<file path="src/hw/rtl/rtc_pkg.sv">
package rtc_pkg;

    localparam int FRAC_BITS  = 16;
    localparam int VTX_W      = 32;
    localparam int E_W        = VTX_W + 1;          // edge / offset vectors
    localparam int D_W        = 18;                 // ray direction
    localparam int TOL_W      = 17;
    localparam int T_W        = 31;
    localparam int CFG_IDX_W  = 3;
    localparam int CFG_DATA_W = 32;
    localparam int VAL_W      = 56;                 // h, q, det, un, vn
    localparam int B_W        = E_W + 1;            // multiplier b operand
    localparam int DIG_W      = 18;                 // multiplier digit
    localparam int ACC_W      = 96;                 // dot product accumulator
    localparam int UOP_IDX_W  = 5;
    localparam int DIV_CNT_W  = $clog2(T_W);

    localparam logic [T_W-1:0] T_MAX = {T_W{1'b1}};

    localparam int DIR_X_RESET = 65536;
    localparam int TOL_RESET   = 1311;

    localparam logic [CFG_IDX_W-1:0] CFG_ORG_X = CFG_IDX_W'(0);
    localparam logic [CFG_IDX_W-1:0] CFG_ORG_Y = CFG_IDX_W'(1);
    localparam logic [CFG_IDX_W-1:0] CFG_ORG_Z = CFG_IDX_W'(2);
    localparam logic [CFG_IDX_W-1:0] CFG_DIR_X = CFG_IDX_W'(3);
    localparam logic [CFG_IDX_W-1:0] CFG_DIR_Y = CFG_IDX_W'(4);
    localparam logic [CFG_IDX_W-1:0] CFG_DIR_Z = CFG_IDX_W'(5);
    localparam logic [CFG_IDX_W-1:0] CFG_TOL   = CFG_IDX_W'(6);

    localparam logic [UOP_IDX_W-1:0] UOP_DET_END = UOP_IDX_W'(14);
    localparam logic [UOP_IDX_W-1:0] UOP_TN_END  = UOP_IDX_W'(23);
    localparam logic [UOP_IDX_W-1:0] UOP_TOL     = UOP_IDX_W'(24);

    typedef enum logic [3:0] {
        A_E1X, A_E1Y, A_E1Z, A_E2X, A_E2Y, A_E2Z,
        A_HX, A_HY, A_HZ, A_QX, A_QY, A_QZ, A_DET
    } a_sel_t;

    typedef enum logic [3:0] {
        B_DX, B_DY, B_DZ, B_E1X, B_E1Y, B_E1Z,
        B_SX, B_SY, B_SZ, B_E2X, B_E2Y, B_E2Z, B_TOL
    } b_sel_t;

    typedef enum logic [3:0] {
        DST_NONE, DST_HX, DST_HY, DST_HZ, DST_QX, DST_QY, DST_QZ,
        DST_DET, DST_UN, DST_VN, DST_TN, DST_TOLD
    } dest_t;

    typedef struct packed {
        a_sel_t a_sel;
        b_sel_t b_sel;
        logic   sub;
        logic   first;
        logic   last;
        logic   two_digit;
        dest_t  dest;
    } uop_t;

    typedef struct packed {
        logic step;
        logic digit;
        logic acc_en;
        logic first;
        logic sub;
    } mac_cmd_t;

    typedef struct packed {
        logic load;
        logic mul_step;
        logic digit;
        logic acc_step;
        logic norm;
        logic div_init;
        logic div_step;
        logic hit_upd;
        logic emit;
        uop_t uop;
    } rtc_cmd_t;

    typedef struct packed {
        logic det_degen;
        logic bary_reject;
        logic tn_nonpos;
        logic div_sat;
        logic last;
    } rtc_stat_t;

    // one product term per entry; dests other than TN/TOLD take the floored QF value
    function automatic uop_t uop_rom(input logic [UOP_IDX_W-1:0] idx);
        uop_t u;
        u = '{A_E1X, B_DX, 1'b0, 1'b1, 1'b1, 1'b0, DST_NONE};
        case (idx)
            5'd0:    u = '{A_E2Z, B_DY, 1'b0, 1'b1, 1'b0, 1'b0, DST_NONE};
            5'd1:    u = '{A_E2Y, B_DZ, 1'b1, 1'b0, 1'b1, 1'b0, DST_HX};
            5'd2:    u = '{A_E2X, B_DZ, 1'b0, 1'b1, 1'b0, 1'b0, DST_NONE};
            5'd3:    u = '{A_E2Z, B_DX, 1'b1, 1'b0, 1'b1, 1'b0, DST_HY};
            5'd4:    u = '{A_E2Y, B_DX, 1'b0, 1'b1, 1'b0, 1'b0, DST_NONE};
            5'd5:    u = '{A_E2X, B_DY, 1'b1, 1'b0, 1'b1, 1'b0, DST_HZ};
            5'd6:    u = '{A_E1Z, B_SY, 1'b0, 1'b1, 1'b0, 1'b1, DST_NONE};
            5'd7:    u = '{A_E1Y, B_SZ, 1'b1, 1'b0, 1'b1, 1'b1, DST_QX};
            5'd8:    u = '{A_E1X, B_SZ, 1'b0, 1'b1, 1'b0, 1'b1, DST_NONE};
            5'd9:    u = '{A_E1Z, B_SX, 1'b1, 1'b0, 1'b1, 1'b1, DST_QY};
            5'd10:   u = '{A_E1Y, B_SX, 1'b0, 1'b1, 1'b0, 1'b1, DST_NONE};
            5'd11:   u = '{A_E1X, B_SY, 1'b1, 1'b0, 1'b1, 1'b1, DST_QZ};
            5'd12:   u = '{A_HX, B_E1X, 1'b0, 1'b1, 1'b0, 1'b1, DST_NONE};
            5'd13:   u = '{A_HY, B_E1Y, 1'b0, 1'b0, 1'b0, 1'b1, DST_NONE};
            5'd14:   u = '{A_HZ, B_E1Z, 1'b0, 1'b0, 1'b1, 1'b1, DST_DET};
            5'd15:   u = '{A_HX, B_SX, 1'b0, 1'b1, 1'b0, 1'b1, DST_NONE};
            5'd16:   u = '{A_HY, B_SY, 1'b0, 1'b0, 1'b0, 1'b1, DST_NONE};
            5'd17:   u = '{A_HZ, B_SZ, 1'b0, 1'b0, 1'b1, 1'b1, DST_UN};
            5'd18:   u = '{A_QX, B_DX, 1'b0, 1'b1, 1'b0, 1'b0, DST_NONE};
            5'd19:   u = '{A_QY, B_DY, 1'b0, 1'b0, 1'b0, 1'b0, DST_NONE};
            5'd20:   u = '{A_QZ, B_DZ, 1'b0, 1'b0, 1'b1, 1'b0, DST_VN};
            5'd21:   u = '{A_QX, B_E2X, 1'b0, 1'b1, 1'b0, 1'b1, DST_NONE};
            5'd22:   u = '{A_QY, B_E2Y, 1'b0, 1'b0, 1'b0, 1'b1, DST_NONE};
            5'd23:   u = '{A_QZ, B_E2Z, 1'b0, 1'b0, 1'b1, 1'b1, DST_TN};
            5'd24:   u = '{A_DET, B_TOL, 1'b0, 1'b1, 1'b1, 1'b0, DST_TOLD};
            default: u = '{A_E1X, B_DX, 1'b0, 1'b1, 1'b1, 1'b0, DST_NONE};
        endcase
        return u;
    endfunction

endpackage

</file>
<file path="src/hw/rtl/rtc_ctrl.sv">
module rtc_ctrl
    import rtc_pkg::*;
(
    input  logic      clk,
    input  logic      rst_n,
    input  logic      in_valid,
    output logic      in_stall,
    output logic      out_valid,
    input  logic      out_stall,
    input  rtc_stat_t stat,
    output rtc_cmd_t  cmd
);

    typedef enum logic [3:0] {
        S_IDLE, S_D0, S_D1, S_ACC, S_CHK_DET, S_NORM, S_BARY,
        S_DIV_INIT, S_DIV, S_UPDATE, S_EMIT
    } state_t;

    state_t                 state_reg;
    logic [UOP_IDX_W-1:0]   uop_idx_reg;
    logic [DIV_CNT_W-1:0]   div_cnt_reg;
    logic                   cand_reg;
    logic                   out_valid_reg;
    uop_t                   uop;
    logic                   out_free;

    assign uop      = uop_rom(uop_idx_reg);
    assign out_free = !out_valid_reg || !out_stall;

    assign in_stall  = (state_reg != S_IDLE);
    assign out_valid = out_valid_reg;

    always_comb
    begin
        cmd     = '0;
        cmd.uop = uop;
        case (state_reg)
            S_IDLE:     cmd.load     = in_valid;
            S_D0:       cmd.mul_step = 1'b1;
            S_D1:
            begin
                cmd.mul_step = 1'b1;
                cmd.digit    = 1'b1;
            end
            S_ACC:      cmd.acc_step = 1'b1;
            S_NORM:     cmd.norm     = 1'b1;
            S_DIV_INIT: cmd.div_init = 1'b1;
            S_DIV:      cmd.div_step = 1'b1;
            S_UPDATE:   cmd.hit_upd  = cand_reg;
            S_EMIT:     cmd.emit     = out_free;
            default:    ;
        endcase
    end

    always_ff @(posedge clk or negedge rst_n)
    begin
        if (!rst_n)
        begin
            state_reg     <= S_IDLE;
            uop_idx_reg   <= '0;
            div_cnt_reg   <= '0;
            cand_reg      <= 1'b0;
            out_valid_reg <= 1'b0;
        end
        else
        begin
            if ((state_reg == S_EMIT) && out_free)
            begin
                out_valid_reg <= 1'b1;
            end
            else if (out_valid_reg && !out_stall)
            begin
                out_valid_reg <= 1'b0;
            end
            case (state_reg)
                S_IDLE:
                begin
                    if (in_valid)
                    begin
                        state_reg   <= S_D0;
                        uop_idx_reg <= '0;
                        cand_reg    <= 1'b0;
                    end
                end
                S_D0:
                begin
                    state_reg <= uop.two_digit ? S_D1 : S_ACC;
                end
                S_D1:
                begin
                    state_reg <= S_ACC;
                end
                S_ACC:
                begin
                    if (uop_idx_reg == UOP_DET_END)
                    begin
                        state_reg <= S_CHK_DET;
                    end
                    else if (uop_idx_reg == UOP_TN_END)
                    begin
                        state_reg <= S_NORM;
                    end
                    else if (uop_idx_reg == UOP_TOL)
                    begin
                        state_reg <= S_BARY;
                    end
                    else
                    begin
                        uop_idx_reg <= uop_idx_reg + 1'b1;
                        state_reg   <= S_D0;
                    end
                end
                S_CHK_DET:
                begin
                    if (stat.det_degen)
                    begin
                        state_reg <= S_UPDATE;
                    end
                    else
                    begin
                        uop_idx_reg <= uop_idx_reg + 1'b1;
                        state_reg   <= S_D0;
                    end
                end
                S_NORM:
                begin
                    uop_idx_reg <= UOP_TOL;
                    state_reg   <= S_D0;
                end
                S_BARY:
                begin
                    if (stat.bary_reject || stat.tn_nonpos)
                    begin
                        state_reg <= S_UPDATE;
                    end
                    else
                    begin
                        state_reg <= S_DIV_INIT;
                    end
                end
                S_DIV_INIT:
                begin
                    cand_reg    <= 1'b1;
                    div_cnt_reg <= '0;
                    state_reg   <= stat.div_sat ? S_UPDATE : S_DIV;
                end
                S_DIV:
                begin
                    if (div_cnt_reg == DIV_CNT_W'(T_W - 1))
                    begin
                        state_reg <= S_UPDATE;
                    end
                    else
                    begin
                        div_cnt_reg <= div_cnt_reg + 1'b1;
                    end
                end
                S_UPDATE:
                begin
                    state_reg <= stat.last ? S_EMIT : S_IDLE;
                end
                S_EMIT:
                begin
                    if (out_free)
                    begin
                        state_reg <= S_IDLE;
                    end
                end
                default:
                begin
                    state_reg <= S_IDLE;
                end
            endcase
        end
    end

endmodule

</file>
<file path="config.mk">
export PLATFORM = sky130hd
export DESIGN_NAME = rtc_ctrl
export DESIGN_NICKNAME = d
export VERILOG_FILES = /design/src/hw/rtl/rtc_pkg.sv /design/src/hw/rtl/rtc_ctrl.sv
export SDC_FILE = /design/constraint.sdc
export NUM_CORES = 1
export LEC_CHECK = 0
export BUFFER_PORTS_ARGS = -buffer_cell sky130_fd_sc_hd__buf_2
export CAP_MARGIN = 20
export CORE_ASPECT_RATIO = 0.5
export CORE_MARGIN = 4
export CORE_UTILIZATION = 35
export CTS_BUF_LIST = sky130_fd_sc_hd__clkbuf_8
export DETAILED_ROUTE_END_ITERATION = 8
export PLACE_DENSITY = 0.57
export SLEW_MARGIN = 15
export SYNTH_ARGS = -nofsm -noshare
export SYNTH_HDL_FRONTEND = slang
export SYNTH_SLANG_ARGS = --single-unit
</file>
<file path="constraint.sdc">
create_clock -name clk -period 6.7 [get_ports clk]
set_clock_uncertainty 0.05 [all_clocks]
set_input_delay 0.67 -clock clk [delete_from_list [all_inputs] [get_ports clk]]
set_output_delay 0.67 -clock clk [all_outputs]
set_load 0.05 [all_outputs]
</file>
=== Yosys cells after proc, flatten, opt, wreduce, memory -nomap -nowiden ===
Memory sizes are Yosys's and may differ from the RTL's.
Cells that the tools add are included.

* Add/sub/neg operators: 2
* Eq/ne operators: 22
* Mux-type cells: 33
* Reduce and logical (&&, ||, !) cells: 17

{| class="wikitable"
|+ Operator list
! operator !! count
|-
| $pmux 4 s11 || 1
|-
| $mux 5 || 6
|-
| $mux 4 || 6
|-
| $pmux 5 s4 || 1
|-
| $eq 4x3->1 const B || 4
|-
| $ne 2x2->1 const B || 8
|-
| $eq 5x5->1 const B || 3
|-
| $mux 1 || 14
|-
| $eq 4x4->1 const B || 3
|-
| $add 5x1->5 const B || 2
|-
| $pmux 5 s2 || 1
|-
| $mux 3 || 3
|-
| $eq 4x2->1 const B || 2
|-
| $reduce_bool 4->1 || 2
|-
| $reduce_and 6->1 || 1
|-
| $reduce_bool 2->1 || 3
|-
| $eq 5x4->1 const B || 1
|-
| $eq 4x1->1 const B || 1
|-
| $logic_not 4->1 || 1
|-
| $reduce_and 2->1 || 2
|-
| $reduce_and 3->1 || 1
|-
| $logic_and 1x1->1 || 2
|-
| $logic_not 1->1 || 2
|-
| $logic_or 1x1->1 || 2
|-
| other kinds (2) || 2
|}

* Bits in registers: 16
* ROM bits: 512
* Memories kept: 1

{| class="wikitable"
|+ Memory list
! memory !! words !! bits a word !! read ports !! clocked after memory_dff !! write ports !! line !! source
|-
| (no name shown) || 32 || 16 || 1 || 0 || 0 || rtc_pkg.sv:93 || <nowiki>case (idx)</nowiki>
|}

=== Depth between registers and ports, before layout ===
* Depth after elaboration: 5
* Mapped depth: 8

=== Worst setup path after synthesis ===
Ideal clock, no wire load.

* Path type: reg-to-output
* Start point: reg uop_idx_reg[0]
* End point: out cmd[13] (netlist bit)
* Arrival time: 2.571 ns
* Required time: 5.980 ns
* Path slack: 3.409 ns
* Stages on the path, launching flop included: 8
* Cells stage by stage: dfrtp_1 clkbuf_1 inv_1 ha_1 clkbuf_1 inv_1 nor2_1 o32ai_1

{| class="wikitable"
|+ RTL lines
! element !! line !! source
|-
| start, declared || rtc_ctrl.sv:20 || <nowiki>logic [UOP_IDX_W-1:0] uop_idx_reg;</nowiki>
|-
| start signal, assigned || rtc_ctrl.sv:109 || <nowiki>uop_idx_reg <= uop_idx_reg + 1'b1;</nowiki>
|-
| start signal, assigned || rtc_ctrl.sv:121 || <nowiki>uop_idx_reg <= uop_idx_reg + 1'b1;</nowiki>
|-
| end, declared || rtc_ctrl.sv:11 || <nowiki>output rtc_cmd_t cmd</nowiki>
|}

==> qor.csv <==
stage;metric;value;unit
run_status;status;complete, no violations;
clock_network;Resized Gates After CTS;0;
finish;fraction of layout cells with a size suffix above 1;18.9;%
finish;Seq. cell area;400;um^2
timing;Tightest Pin Transition;880;ps
clock_network;clock tree sinks;16;
finish;nets;251;
place;detailed-placement wirelength estimate;3.20;mm
worst_setup_path;crit path cell chain;clkinv_1 -> or3_1 -> o21ai_0 -> a21o_1 -> buf_2;
timing;Final setup viols;0;
timing;fmax;297;MHz
timing;slew margin rel.;41.3;%
clock_network;Skew-Pair Late Insertion Delay;250;ps
clock_network;Setup Buffers After CTS;0;
finish;Final Non-Filler Cells;299;
synth;Synth top area share;24.2;%
place;buffers added on ports;35;
floorplanning;# rows;17;
floorplanning;Starting Density;36.9;%
synth;EDFF count, synth;0;
floorplanning;Die H;56.7;um
timing;Tmin final;3370;ps
global_route;GRT overflow;0;
finish;number of antenna diodes;0;
worst_setup_path;Largest stage delay, worst path;900;ps
global_route;largest net degree at the start of global routing;32;
global_route;Global Route Usage Sum;14.6;%
clock_network;TritonCTS buffer count;3;
place;Placed Cells;295;
route;Pre-Repair DR Iteration Count;4;
timing;final setup margin;3330;ps
clock_network;htree depth;1;
floorplanning;Die ar.;5970;um^2
worst_setup_path;CP Class;flop to output port;
timing;crit share post-route;50.2;%
synth;Post-Syn Nets;230;
floorplanning;CORE AREA;4490;um^2
pwr;PD cells;381;nW/um^2
place;Setup WS pre-CTS;3660;ps
synth;synth top area cells;dfrtp_1 24%, ha_1 6.0%, mux2i_1 6.0%;
route;initial drt markers;39;
synth;Seq/Total Area, Yosys;24.2;%
timing;Hold Vio Cnt, Final;0;
floorplanning;DIE WIDTH;105;um
worst_setup_path;arrival time at the worst endpoint;2650;ps
floorplanning;Ports;36;
worst_hold_path;Worst Hold Class;primary input to asynchronous set/reset pin;
route;DRC;0;
worst_setup_path;CP Launch Type;flop;
synth;Syn Area/Cell;7.78;um^2
synth;number of synthesized register bits;16;
global_route;initial antenna violation count;0;
worst_setup_path;worst-path fanout max;29;
synth;Async S/R FF share, synth;100;%
global_route;vias in the first global route;1518;
timing;max-slew violations;0;
synth;top_reg_cell synth;dfrtp_1;
synth;Yosys top cell by area;dfrtp_1;
route;final WL;4.43;mm
clock_network;CTS tree;done;
timing;unrepaired setup endpoints after global routing;no;
worst_setup_path;Critical Path Sink Type;output port;
worst_setup_path;Worst Path Buf+Inv;2;
finish;Fill cells;485;
synth;Synth cell types;55;
route;via count;1646;
finish;area grow syn2layout;14.2;%
finish;fin util;42.2;%
pwr;Peak VDD IR;152;uV
run;max-capacitance violation count;0;
worst_setup_path;WP data required;5980;ps
clock_network;hold_buf cts;0;
finish;multi-input logic area;1150;um^2
place;RD Place Congestion;0.830;
route;Routed Antenna Nets;0;
synth;Synth Warn #;0;
synth;cell count after synthesis;213;
global_route;first-pass GRT wire length;7.35;mm
clock_network;Max clock buf depth;2;
synth;Netlist Area Pre-Place;1660;um^2
pwr;Final Total Pwr;0.722;mW
worst_setup_path;Crit path max-delay family;flip-flops;
clock_network;root buf cell;clkbuf_8;
timing;Final TNS setup;0;ps
worst_setup_path;slowest cell on the critical path;dfrtp_1;
pwr;leakage dissipation;0.899;nW
route;wire per inst;14.8;um
route;Vias/cell;5.51;
clock_network;clk slew on worst S/H paths;70;ps
## per-stage QoR
| step | hold WS, ps | instance area, um^2 |
|---|---|---|
| CTS | 290 | 1890 |
| floorplan | 324 | 1660 |
| global route | 298 | 1890 |
| detailed placement | 451 | 1840 |
| global placement | 444 | 1840 |
| finish | 279 | 1890 |
## cells by family (layout without fill, tap and decap cells)
family	count (synthesis)	after routing	synth area share (%)
buf+inv	28	48	6.72
flops	16	16	24.2
simple gates	84	84	28.5
mux	10	10	6.04
xor+xnor	4	4	2.11
compound gates	63	63	26.4
fa+ha+maj	8	8	6.04
## final cells by class
cell class	count	area share, %
Sequential cell	16	21.1
Inverter	9	1.78
Tap cell	66	4.36
Timing Repair Buffer	35	9.25
Clock buffer	4	2.91
Multi-Input combinational cell	169	60.5
## cells in the mapped netlist, drive strengths merged (2+ instances only)
cell,n
nand2,19
nor2,17
dfrtp,16
o21ai,14
a21oi,11
clkbuf,10
mux2i,10
buf,9
nand3,9
nor2b,9
ha,8
inv,8
a211oi,5
nand2b,5
a21o,4
and2,4
nand4,4
xor2,4
and3,3
and4b,3
a22o,2
a31o,2
a31oi,2
and3b,2
nor3,2
nor4b,2
o2111ai,2
o22a,2
o2bb2ai,2
o32ai,2
## power by group
group          internal (mW)  switching, mW  leakage [nW]
registers              0.110         0.0467         0.216
logic                  0.143          0.334         0.654
clock network         0.0522         0.0356        0.0288
total                  0.306          0.416         0.899
## cell usage in the layout, fill, tap and decap left out, types with 3 or more instances in the layout
master / count
nand4_1: 4
inv_1: 8
a21oi_1: 11
clkbuf_8: 4
nand3_1: 9
and3_1: 3
xor2_1: 4
ha_1: 8
nand2b_1: 5
dfrtp_1: 16
mux2i_1: 10
and4b_1: 3
o21ai_0: 14
buf_2: 35
a21o_1: 4
a211oi_1: 5
and2_1: 3
nand2_1: 19
nor2b_1: 9
nor2_1: 17
## per-layer routing
layer | vias to the layer above | track usage [%] | share of wire, %
li1 | 819 | - | -
met1 | 798 | 20.9 | 51
met2 | 25 | 23.3 | 45
met3 | 4 | 3.10 | 3.4
met4 | 0 | 1.87 | 0.59
met5 | - | 0 | 0
## final timing paths
path / start / endpoint / slack [ps] / depth (start not counted)
worst max-delay path: uop_idx_reg[3]$_DFFE_PN0P_ / cmd[14] / 3330 / 5
worst min-delay path: rst_n / div_cnt_reg[0]$_DFFE_PN0P_ / 280 / 1
worst max register to register: uop_idx_reg[0]$_DFFE_PN0P_ / uop_idx_reg[3]$_DFFE_PN0P_ / 4260 / 6
worst min register to register: out_valid$_DFFE_PN0P_ / out_valid$_DFFE_PN0P_ / 460 / 2
max in group asynchronous: rst_n / div_cnt_reg[3]$_DFFE_PN0P_ / 6050 / 1
min in group clk: out_valid$_DFFE_PN0P_ / out_valid$_DFFE_PN0P_ / 460 / 2
No activity file was read; power rests on OpenSTA's default activity.
